[config.mk]
export PLATFORM = sky130hd
export DESIGN_NAME = acwa_ctrl
export DESIGN_NICKNAME = d
export VERILOG_FILES = /design/src/sv/acwa_pkg.sv /design/src/sv/acwa_ctrl.sv
export SDC_FILE = /design/constraint.sdc
export NUM_CORES = 1
export LEC_CHECK = 0
export CORE_AREA = 2 2 39 41
export DETAILED_ROUTE_END_ITERATION = 8
export DIE_AREA = 0 0 41 43
export DONT_BUFFER_PORTS = 1
export HOLD_SLACK_MARGIN = 0.06
export SYNTH_ARGS = -nofsm -noshare
export SYNTH_HDL_FRONTEND = slang
export SYNTH_SLANG_ARGS = --single-unit
[constraint.sdc]
create_clock -name i_clk -period 1.6 [get_ports i_clk]
set_input_delay 0.24 -clock i_clk [delete_from_list [all_inputs] [get_ports i_clk]]
set_output_delay 0.24 -clock i_clk [all_outputs]
set_load 0.02 [all_outputs]
[src/sv/acwa_pkg.sv]
// shared types and constants for the address cache with aging
package acwa_pkg;

    localparam logic [7:0] INVALID_ADDR = 8'd255;

    typedef enum logic [2:0] {
        ACT_LEARN    = 3'd0,
        ACT_LOOKUP   = 3'd1,
        ACT_RLOOKUP  = 3'd2,
        ACT_TICK     = 3'd3,
        ACT_MAINTAIN = 3'd4
    } t_action;

    typedef enum logic [1:0] {
        ST_OK        = 2'd0,
        ST_NOT_FOUND = 2'd1,
        ST_INVALID   = 2'd2,
        ST_FULL      = 2'd3
    } t_status;

    typedef struct packed {
        logic [2:0]  action;
        logic [7:0]  node_address;
        logic [3:0]  port;
        logic [47:0] mac;
    } t_req;

    typedef struct packed {
        logic [1:0]  status;
        logic [5:0]  entry_index;
        logic        was_new;
        logic [7:0]  found_address;
        logic [3:0]  found_port;
        logic [47:0] found_mac;
        logic [6:0]  entry_count;
        logic [6:0]  removed_count;
        logic        broadcast_due;
    } t_rsp;

    // controller to datapath
    typedef struct packed {
        logic load;      // latch request, clear scan pointers
        logic scan;      // examine entry at read pointer
        logic finish;    // apply end-of-item updates, form result
    } t_cmd;

    // datapath to controller
    typedef struct packed {
        logic scan_done; // search hit or pointer reached count
        logic no_scan;   // item needs no table walk
    } t_sts;

endpackage

[src/sv/acwa_ctrl.sv]
// sequencing state machine for the cache
module acwa_ctrl
    import acwa_pkg::*;
(
    input  logic i_clk,
    input  logic i_rst_n,
    input  logic i_in_valid,
    output logic o_in_ready,
    input  logic i_out_busy,
    input  t_sts i_sts,
    output t_cmd o_cmd
);
    typedef enum logic [3:0] {
        S_IDLE = 4'b0001,
        S_DEC  = 4'b0010,
        S_SCAN = 4'b0100,
        S_FIN  = 4'b1000
    } t_state;

    t_state r_state, n_state;

    always_comb begin
        n_state = r_state;
        o_cmd   = '0;
        case (r_state)
            S_IDLE: begin
                if (i_in_valid && !i_out_busy) begin
                    o_cmd.load = 1'b1;
                    n_state    = S_DEC;
                end
            end
            S_DEC: begin
                n_state = i_sts.no_scan ? S_FIN : S_SCAN;
            end
            S_SCAN: begin
                if (i_sts.scan_done) begin
                    n_state = S_FIN;
                end else begin
                    o_cmd.scan = 1'b1;
                end
            end
            S_FIN: begin
                o_cmd.finish = 1'b1;
                n_state      = S_IDLE;
            end
            default: n_state = S_IDLE;
        endcase
    end

    assign o_in_ready = (r_state == S_IDLE) && !i_out_busy;

    always_ff @(posedge i_clk) begin
        if (!i_rst_n) begin
            r_state <= S_IDLE;
        end else begin
            r_state <= n_state;
        end
    end
endmodule

## After elaboration in Yosys (flattened, before gate mapping)

Index checks and enable logic that the tools add are counted.

- Word-level logic and storage cells: 20
- Memory bits (read-only): 0
- RAM bits: 0
- Output and inout port bits: 4
- Latch bits: 0
- Register bits after elaboration: 4
- Memories kept: 0
- Bits of input ports: 6

- Bitwise logic cells: 0
- Add/sub/neg operators: 0
- Divide/modulo/power cells: 0
- Multiply operators: 0
- Multiplexer cells: 9
- $lt $le $gt $ge: 0
- Shifts and indexed selects: 0
- Equal/unequal tests: 6
- Reduce and logical (&&, ||, !) cells: 4

Operators with widths:

| cell | number |
|---|---|
| 4-bit 2-to-1 mux | 3 |
| 4-bit case mux with 3 select lines | 1 |
| 1-bit 2-to-1 mux | 5 |
| 4-bit by 1-bit equality test with 1-bit output, second input constant | 1 |
| 4-bit by 2-bit equality test with 1-bit output, second input constant | 1 |
| 4-bit by 3-bit equality test with 1-bit output, second input constant | 1 |
| 4-bit equality test, second input constant | 1 |
| 2-bit inequality test, second input constant | 2 |
| 1-bit logical AND | 2 |
| 2-bit AND reduction | 1 |
| 1-bit zero test | 1 |

## Depth between registers and ports, before layout

Gate-level depths: netlist of the first run.

- Depth in word-level cells: 4
- Gate-level depth with buffers: 2
- Mapped depth without buffers: 2

## Worst setup path before layout of the first run

Ideal clock, no wire load.

- Path kind: register -> output
- Start: reg r_state[2]
- End: out o_in_ready
- Path slack: 146 ps
- Data required time: 1360 ps
- Stages on the path, launching flop included: 3
- Path buffers: 0
- Arrival: 1214 ps
- Cells stage by stage: dfxtp_1 > or4b_4 > nor2_1

- Cells in the longest elaborated chain, start to end: 2

Ends and longest elaborated chain:

| element | line | text |
|---|---|---|
| from (decl) | acwa_ctrl.sv:20 | `t_state r_state, n_state;` |
| from (signal assigned) | acwa_ctrl.sv:56 | `r_state <= n_state;` |
| 4-bit by 1-bit equality test with 1-bit output | acwa_ctrl.sv:50 | `assign o_in_ready = (r_state == S_IDLE) && !i_out_busy;` |
| 1-bit logical AND | acwa_ctrl.sv:50 |  |
| to (decl) | acwa_ctrl.sv:8 | `output logic o_in_ready,` |

Every way passes these cells.

==> metrics.md, run 1 <==
| Metric | Value |
|---|---|
| Layout cell share with drive strength beyond 1 | `52.9%` |
| Post-synth cell types | `16` |
| Fraction of the mapped netlist area in simple logic gates | `roughly 55%` |
| Skew-Pair Late Insertion Delay | `0.23 ns` |
| Relative slew slack | `78.0%` |
| Synthesized area per cell | `9.96 um2` |
| Unrepaired setup endpoints after global routing | `yes` |
| Top layer in use | `met3` |
| Achievable Freq | `between 0.6 and 0.7 GHz` |
| Net count, final | `42` |
| Largest registers | `r_state x4` |
| Worst setup EP type | `output pin` |
| Fill cell count | `155` |
| IO Port Bufs | `0` |
| Antenna viol nets, final | `0` |
| Largest Register | `r_state` |
| Max Root-Sink Buffers | `2` |
| Root Driver | `clkbuf_4` |
| Layout area overhead | `36.7%` |
| Max reg flops | `4` |
| Cell Area, Synth | `249 um2` |
| Arr. time, crit path | `approximately 1.3 ns` |
| Total gr overflow | `0` |
| Area of the multi-input gates | `161 um2` |
| Commonest non-fill, non-tap cell in the layout | `buf_4` |
| Crit path max-delay family | `simple AND/OR/NAND/NOR gates` |
| Mapped Cells | `25` |
| Largest net degree at the start of global routing | `10` |
| Seq/Total Area, Yosys | `32.2%` |
| Post-synthesis compound-gate area fraction | `9.55%` |
| Peak supply drop | `190 uV` |
| CTS HTree Levels | `1` |
| Status | `finished clean` |
| CTS tree | `built` |
| # rows | `14` |
| Final Slew Violations | `0` |
| Via count | `215` |
| DRT iter0 DRCs | `2` |
| # clock sinks | `4` |
| Max-cap violations | `0` |
| Largest family of logic cells by synthesized area | `simple AND/OR/NAND/NOR gates` |
| Post-synthesis mux area share | `0%` |
| FF/Latch Area | `83.8 um2` |
| Drt wl/cell | `9.60 um` |
| Die W | `41 um` |
| CP startpoint kind | `flip-flop` |
| Fin. Hold Viols | `0` |
| CP required | `between 1 and 1.5 ns` |
| Worst-path fanout max | `3` |
| Crit-path cells | `or4b_4 > nor3_2 > buf_4` |
| Worst-path clk slew | `0.03 ns` |
| Overall global routing resource usage | `6.83%` |
| Initial core utilization | `18.0%` |
| Synth warn | `0` |
| Final critical-path share of the clock period | `between 90% and 100%` |
| Post-synthesis xor/xnor area fraction | `0%` |
| I/O Pins | `10` |
| Area leader, netlist | `dfxtp_1` |
| Vias per cell | `4.30` |
| Top cell type's share of synthesized area | `32.2%` |
| First-pass GRT wire length | `724 um` |
| Leakage power | `roughly 0.12 nW` |
| Pwr per Cell Area | `766 mW/mm2` |
| Yosys reg bits | `4` |
| Worst path max stage delay | `0.55 ns` |
| Final wirelength | `480 um` |
| Skew final | `0.000135 ns` |
| Remaining DRCs | `0` |
| Hold_buf cts | `0` |
| Initial antenna violation count | `0` |
| Final setup viols | `0` |
| Drt pass-1 iters | `2` |
| Core box area | `0.00138 mm2` |
| Setup CP Type | `reg -> out` |
| Top cells by area, synth | `dfxtp_1 (32%), or3b_2 (11%), nor4_4 (8.5%)` |
| GP Congestion | `about 0.53` |
| Die H | `43 um` |
| Met1 WL | `215 um` |
| DR WL met3 | `approximately 38 um` |
| Final critical-path required period | `1.58 ns` |
| Placed instance area | `between 300 and 400 um2` |
| Final instance area | `between 300 and 400 um2` |
| Mapped Nets | `31` |
| Most frequent cells in the layout | `buf_4 (6), or3b_2 (3), clkbuf_4 (3), dfxtp_1 (3)` |
| Overall power | `around 0.26 mW` |
| Adder-Cell Fraction of Synth Area | `0%` |
| Worst min path class | `in -> reg` |
| Ant diodes | `0` |
| Worst path bufs/invs | `1` |
| Total CTS buffers | `3` |
| Die area | `0.00176 mm2` |
| WL met2 | `226 um` |
| Final core utilization | `24.6%` |
| Worst path slowest cell | `or4b_4` |
| Vias in the first global route | `slightly above 200` |
| Worst slew pin tran | `0.325 ns` |
[synthesized netlist by cell type]
library cell	instances
or4b_4	1
nor4_1	1
o21ai_0	1
or3b_2	3
nor4b_1	1
o311ai_0	1
nand3b_1	2
inv_1	2
nor4_4	1
and2_2	1
nor3_2	1
and4bb_2	1
dfxtp_1	4
a21oi_1	2
nor2_1	1
nor2b_1	2
[per-stage QoR]
stage | hold slack (ns) | TNS, ns | instances | setup WS (ns)
global route | 0.0689 | -0.0506 | 50 | -0.0345
finish | 0.0757 | 0 | 50 | 0.0204
detailed placement | 0.315 | 0 | 46 | 0.178
floorplan | 0.310 | 0 | 25 | 0.146
CTS | 0.0663 | 0 | 50 | 0.00231
global placement | 0.314 | 0 | 46 | 0.167
[path summary, 6_finish.rpt]
check,cells past startpoint,to,slack (ns),from
max,3,o_cmd[2],0.02,r_state[2]
min reg2reg,2,r_state[3],0.57,r_state[0]
max reg2reg,3,r_state[1],0.40,r_state[2]
min,1,r_state[1],0.08,i_out_busy
[worst register-to-register path, stage by stage, from the launching register on]
cell	delay, ns
dfxtp_1	0.30
or4b_4	0.55
buf_4	0.16
nor4_4	0.11
[repair_timing]
action,CTS,global route
endpoints found under the setup margin,2,2
gates resized for setup,1,1
setup buffers,1,0
[report_power, final]
group | total [mW] | internal [mW] | switching [mW]
combinational | 0.0371 | 0.0202 | 0.0169
sequential | 0.104 | 0.102 | 0.00233
clock | 0.119 | 0.0835 | 0.0356
[final cells by class]
type                    instances  share of cell area (%)
multi-input cells              19                    47.4
clock buffers                   3                    6.62
inverters                       2                    2.21
flip-flops and latches          4                    24.6
well taps                      16                    5.88
repair buffers                  6                    13.2
[layer usage]
layer / up-vias / track usage, %
met3: 0 / 3.14
li1: 114 / -
met2: 5 / 9.06
met5: - / 0
met4: 0 / 8.00
met1: 96 / 6.77
[cells by family after synthesis]
logic type	after synthesis
AND/OR/NAND/NOR	15
flip-flops	4
AO/OA/AOI/OAI	4
buffers and inverters	2
No activity file was read; power rests on OpenSTA's default activity.
==> inputs of run 2 (changes only) <==
--- a/config.mk
+++ b/config.mk
@@ -6,8 +6,10 @@
 export NUM_CORES = 1
 export LEC_CHECK = 0
+export ABC_AREA = 1
 export CORE_AREA = 2 2 39 41
 export DETAILED_ROUTE_END_ITERATION = 8
 export DIE_AREA = 0 0 41 43
 export DONT_BUFFER_PORTS = 1
+export GPL_ROUTABILITY_DRIVEN = 0
 export HOLD_SLACK_MARGIN = 0.06
 export SYNTH_ARGS = -nofsm -noshare
==> constraint.sdc (replaced) <==
create_clock -name i_clk -period 1.6 [get_ports i_clk]
set_input_delay 0.24 -clock i_clk [delete_from_list [all_inputs] [get_ports i_clk]]
set_output_delay 0.24 -clock i_clk [all_outputs]
set_load 0.01 [all_outputs]
==> run 2 against run 1 <==
Compared with the run above:
- via count decreased by 2.3%
- count of clock-buffer cells in the layout unchanged
- sequential share of layout area increased by 4.6 points
- clock power increased by 3%
- setup slack improved by 0.21 ns
- routed wire length increased by 4.0%
- first-iteration DRC count decreased by 50%
- cell count increased by 8.0%
- non-clock buffer count decreased by 6
- hold slack improved by 0.025 ns
- area after synthesis decreased by 7.0%
- global-route usage increased by 1.0 points
- critical endpoint unchanged
- largest power group unchanged
==> metrics.md, run 2 <==
| Metric | Value |
|---|---|
| Vias per cell | `between 3 and 4` |
| Ys async rst share | `0%` |
| Layout area overhead | `18.4%` |
| Layout cell share with drive strength beyond 1 | `26.3%` |
| Largest net degree at the start of global routing | `5` |
| Seq/Total Area, Yosys | `between 30% and 40%` |
| CP required | `around 1.4 ns` |
| Root Driver | `clkbuf_4` |
| Net count, final | `46` |
| Final critical-path share of the clock period | `85.6%` |
| Area leader, netlist | `dfxtp_1` |
| Achievable Freq | `approximately 0.73 GHz` |
| Ant diodes | `0` |
| Die W | `41 um` |
| Pwr per Cell Area | `1170 mW/mm2` |
| Worst-path fanout max | `4` |
| Max-cap violations | `0` |
| CTS resizes | `0` |
| Hold_sp | `i_rst_n` |
| Leakage power | `0.133 nW` |
| Final Slew Violations | `0` |
| Total gr overflow | `0` |
| # rows | `14` |
| Synth cell count leaders | `inv_1 (7), nand3_1 (5), nor2_1 (5)` |
| Antenna viol nets, final | `0` |
| Top cell type's share of synthesized area | `34.6%` |
| Most common cell in the netlist | `inv_1` |
| IO Port Bufs | `0` |
| Skew final | `~0.00094 ns` |
| Die area | `0.00176 mm2` |
| Worst r2r dst | `r_state[0]` |
| Worst-path clk slew | `0.04 ns` |
| CTS HTree Levels | `1` |
| I/O Pins | `10` |
| Largest Register | `r_state` |
| Status | `finished clean` |
| Final core utilization | `19.8%` |
| Arr. time, crit path | `1.13 ns` |
| Commonest non-fill, non-tap cell in the layout | `inv_1` |
| CP startpoint kind | `flip-flop` |
| Fin. Hold Viols | `0` |
| Main synth FF type | `dfxtp_1` |
| Post-place setup slack | `0.466 ns` |
| Synth warn | `0` |
| Max Root-Sink Buffers | `2` |
| Post-Layout Cell Count | `54` |
| Vias in the first global route | `224` |
| Reg-to-Reg Start | `r_state[2]` |
| Worst Hold Endpoint | `r_state[0]` |
| Cell Area, Synth | `231 um2` |
| Die H | `43 um` |
| Final setup viols | `0` |
| Setup ws final | `about 0.23 ns` |
| Overall power | `0.322 mW` |
| Drt wl/cell | `9.24 um` |
| Depth of the most critical reg-to-reg path | `4` |
| Setup CP Type | `reg -> out` |
| R2R Setup Slk | `~0.62 ns` |
| Via count | `210` |
| Unrepaired setup endpoints after global routing | `no` |
| Drt pass-1 iters | `2` |
| Dpl cells | `51` |
| CTS tree | `built` |
| Setup TNS | `0 ns` |
| Hold_buf cts | `0` |
| Relative slew slack | `63.4%` |
| Largest registers | `r_state x4` |
| Final critical-path required period | `1.37 ns` |
| Mapped Cells | `35` |
| Overall global routing resource usage | `7.83%` |
| Yosys reg bits | `4` |
| Post-synth cell types | `12` |
| Mapped Nets | `41` |
| # clock sinks | `4` |
| First-pass GRT wire length | `828 um` |
| Initial antenna violation count | `0` |
| Max reg flops | `4` |
| Most frequent cells in the layout | `inv_1 (7), nor2_1 (5), nand3_1 (5)` |
| Peak supply drop | `267 uV` |
| Worst slew pin tran | `0.543 ns` |
| Worst min path class | `in -> reg` |
| DRT iter0 DRCs | `1` |
| Dpl hpwl | `409 um` |
| Synthesized area per cell | `around 6.6 um2` |
| Total CTS buffers | `3` |
| Skew-Pair Late Insertion Delay | `0.23 ns` |
| Setup Buffers After CTS | `0` |
| Core box area | `0.00138 mm2` |
| Number of synthesized flops with an enable pin | `0` |
| Remaining DRCs | `0` |
| Initial core utilization | `16.7%` |
| Worst setup EP type | `output pin` |
| Final wirelength | `499 um` |
| WHS Path Cells | `1` |
| Top cells by area, synth | `dfxtp_1 (35%), inv_1 (11%), nand3_1 (11%)` |
==> run 2: how the worst max path moves through the flow <==
stage	depth (start not counted)	slack, ns	to	startpoint
4_1_cts	4	0.21	o_cmd[2]	r_state[0]
6_report	3	0.23	o_cmd[2]	r_state[2]
3_5_place_dp	4	0.47	o_cmd[2]	r_state[0]
5_1_grt	4	0.11	o_cmd[2]	r_state[0]
3_3_place_gp	4	0.48	o_in_ready	r_state[0]
2_1_floorplan	4	0.57	o_cmd[2]	r_state[0]
==> run 2: cell families (layout without fill, tap and decap cells) <==
group                  count (synthesis)  count (layout)  synth area share [%]
AO/OA/AOI/OAI                          1               1                  2.16
AND/OR/NAND/NOR                       22              22                  50.3
flip-flops                             4               4                  34.6
buffers and inverters                  8              11                  13.0
==> run 2: critical path, stage by stage, from the launching register on <==
cell     delay [ns]
dfxtp_1        0.33
nor2_2         0.20
nand2_1        0.16
nor2_1         0.21
==> run 2: layout make-up <==
class / instances / area [um2]
fillers: 165 / 1110
well taps: 16 / 20.0
inverters: 8 / 30.0
multi-input cells: 23 / 121
clock buffers: 3 / 22.5
flip-flops and latches: 4 / 80.1
==> run 2: metrics by stage <==
step	hold WS (ns)	area [um2]
floorplan	0.324	231
global placement	0.335	251
detailed placement	0.333	251
CTS	0.0881	274
global route	0.0970	274
finish	0.101	274
==> run 2: power by group <==
part | internal, mW | leakage, nW | switching, mW | total, mW
registers | 0.111 | 0.0327 | 0.0106 | 0.122
logic | 0.0243 | 0.0869 | 0.0529 | 0.0773
clock network | 0.0838 | 0.0138 | 0.0393 | 0.123
==> run 2: routing by layer <==
metal / vias up / part of all wire [%] / routed length, um / track usage [%]
li1: 115 / - / - / -
met2: 6 / 55 / 273 / 9.69
met3: 0 / 6.8 / 34 / 4.19
met5: - / 0 / 0 / 0
met4: 0 / 0 / 0 / 10.0
met1: 89 / 38 / 192 / 7.72
==> inputs of run 3 (changes only) <==
- clock period: 1.6 -> 1.65 ns (I/O delays scaled with it)
==> run 3 against run 2 <==
Compared with the run above:
- via count rose by 6.7%
- combinational power down 4.4%
- register-to-register slack improved by 0.06 ns
- non-clock buffer count unchanged
- global-route usage rose by 0.42 points
- core utilization is the same
- clock skew about the same
- routed wire length grew 0.40%
- critical path depth is the same
- sequential cell count unchanged
- largest cell class unchanged
==> metrics.md, run 3 (synthesis results as in run 2) <==
| Metric | Value |
|---|---|
| Die H | `43 um` |
| Status | `finished clean` |
| Achievable Freq | `approximately 0.72 GHz` |
| Final Slew Violations | `0` |
| DRT iter0 DRCs | `3` |
| Worst slew pin tran | `about 0.54 ns` |
| Antenna viol nets, final | `0` |
| Net count, final | `46` |
| Remaining DRCs | `0` |
| Total CTS buffers | `3` |
| Crit-path cells | `nor2_2 > nand2_1 > nor2_1` |
| Final setup viols | `0` |
| Worst setup EP type | `output pin` |
| Final wirelength | `501 um` |
| First-pass GRT wire length | `roughly 910 um` |
| CTS resizes | `0` |
| Layout cell share with drive strength beyond 1 | `a little over a quarter` |
| Worst path max stage delay | `0.33 ns` |
| Leakage power | `roughly 0.13 nW` |
| Arr. time, crit path | `~1.1 ns` |
| Worst-path clk slew | `around 0.04 ns` |
| Die area | `0.00176 mm2` |
| Initial core utilization | `around 17%` |
| Relative slew slack | `63.4%` |
| Skew-Pair Late Insertion Delay | `0.24 ns` |
| Final critical-path required period | `1.38 ns` |
| Setup TNS | `0 ns` |
| I/O Pins | `10` |
| Initial antenna violation count | `0` |
| Unrepaired setup endpoints after global routing | `no` |
| CTS tree | `built` |
| Crit path max-delay family | `simple AND/OR/NAND/NOR gates` |
| Most frequent cells in the layout | `inv_1 (7), nor2_1 (5), nand3_1 (5)` |
| Overall global routing resource usage | `8.25%` |
| IO Port Bufs | `0` |
| Peak supply drop | `251 uV` |
| Max Root-Sink Buffers | `2` |
| Layout area overhead | `18.4%` |
| Core box area | `0.00138 mm2` |
| Largest net degree at the start of global routing | `5` |
| Commonest non-fill, non-tap cell in the layout | `inv_1` |
| Worst path bufs/invs | `0` |
| Die W | `41 um` |
| Largest Register | `r_state` |
| CTS HTree Levels | `1` |
| Drt wl/cell | `9.28 um` |
| Worst-path fanout max | `4` |
| Via count | `224` |
| Fin. Hold Viols | `0` |
| Setup Buffers After CTS | `0` |
| Worst min path class | `in -> reg` |
| Hold_buf cts | `0` |
| CP required | `1.40 ns` |
| Worst path slowest cell | `dfxtp_1` |
| Drt pass-1 iters | `2` |
| Skew final | `0.00136 ns` |
| Dpl hpwl | `between 300 and 400 um` |
| Ant diodes | `0` |
| Largest registers | `r_state x4` |
| Total gr overflow | `0` |
| Root Driver | `clkbuf_4` |
| Fill cell count | `between 150 and 200` |
| Setup CP Type | `reg -> out` |
| Vias per cell | `4.15` |
| Final critical-path share of the clock period | `between 80 and 90%` |
| Vias in the first global route | `234` |
| Pwr per Cell Area | `1140 mW/mm2` |
| # rows | `14` |
| CP startpoint kind | `flip-flop` |
| Max-cap violations | `0` |
| Max reg flops | `4` |
| # clock sinks | `4` |
| Final core utilization | `approximately 20%` |
[run 3: cell counts in the layout (fill, tap and decap cells not counted)]
Identical to the previous run, type by type.
[run 3: per-stage QoR]
stage | hold slack [ns] | worst slack [ns] | total power, mW | instances | area, um2
detailed placement | 0.340 | 0.519 | 0.193 | 51 | 251
finish | 0.0988 | 0.267 | 0.312 | 54 | 274
CTS | 0.0929 | 0.262 | 0.318 | 54 | 274
global placement | 0.340 | 0.521 | 0.193 | 51 | 251
floorplan | 0.332 | 0.611 | 0.182 | 35 | 231
global route | 0.0986 | 0.141 | 0.339 | 54 | 274
[run 3: final cells by class]
class | instances | area (um2) | share of cell area [%]
inverter | 8 | 30.0 | 11.0
clock buffer | 3 | 22.5 | 8.22
tap | 16 | 20.0 | 7.31
multi-input combinational | 23 | 121 | 44.3
sequential | 4 | 80.1 | 29.2
[run 3: worst paths after layout]
kind / end / slack (ns) / start / depth (start not counted)
worst max register to register: r_state[0] / 0.68 / r_state[2] / 4
worst min-delay path: r_state[0] / 0.1 / i_rst_n / 1
worst min register to register: r_state[2] / 0.59 / r_state[3] / 3
worst max-delay path: o_cmd[2] / 0.27 / r_state[2] / 3
[run 3: power breakdown]
part | switching, mW | internal, mW
logic | 0.0503 | 0.0236
clock network | 0.0399 | 0.0813
registers | 0.00968 | 0.108
[run 3: routing by layer]
metal  share of wire, %  GRT usage (%)  wire (um)  up-vias
li1                   -              -          -      117
met1                 40           8.74        201       99
met2                 50           10.0        248        6
met3                5.8           4.19         29        2
met4                4.2           10.0         21        0
met5                  0              0          0        -
[run 3: worst register-to-register path, cell delays in order (launching register included)]
cell     delay, ns
dfxtp_1       0.33
nor2_2        0.21
nand2_1       0.15
nand3_1       0.11
nand3_1       0.06
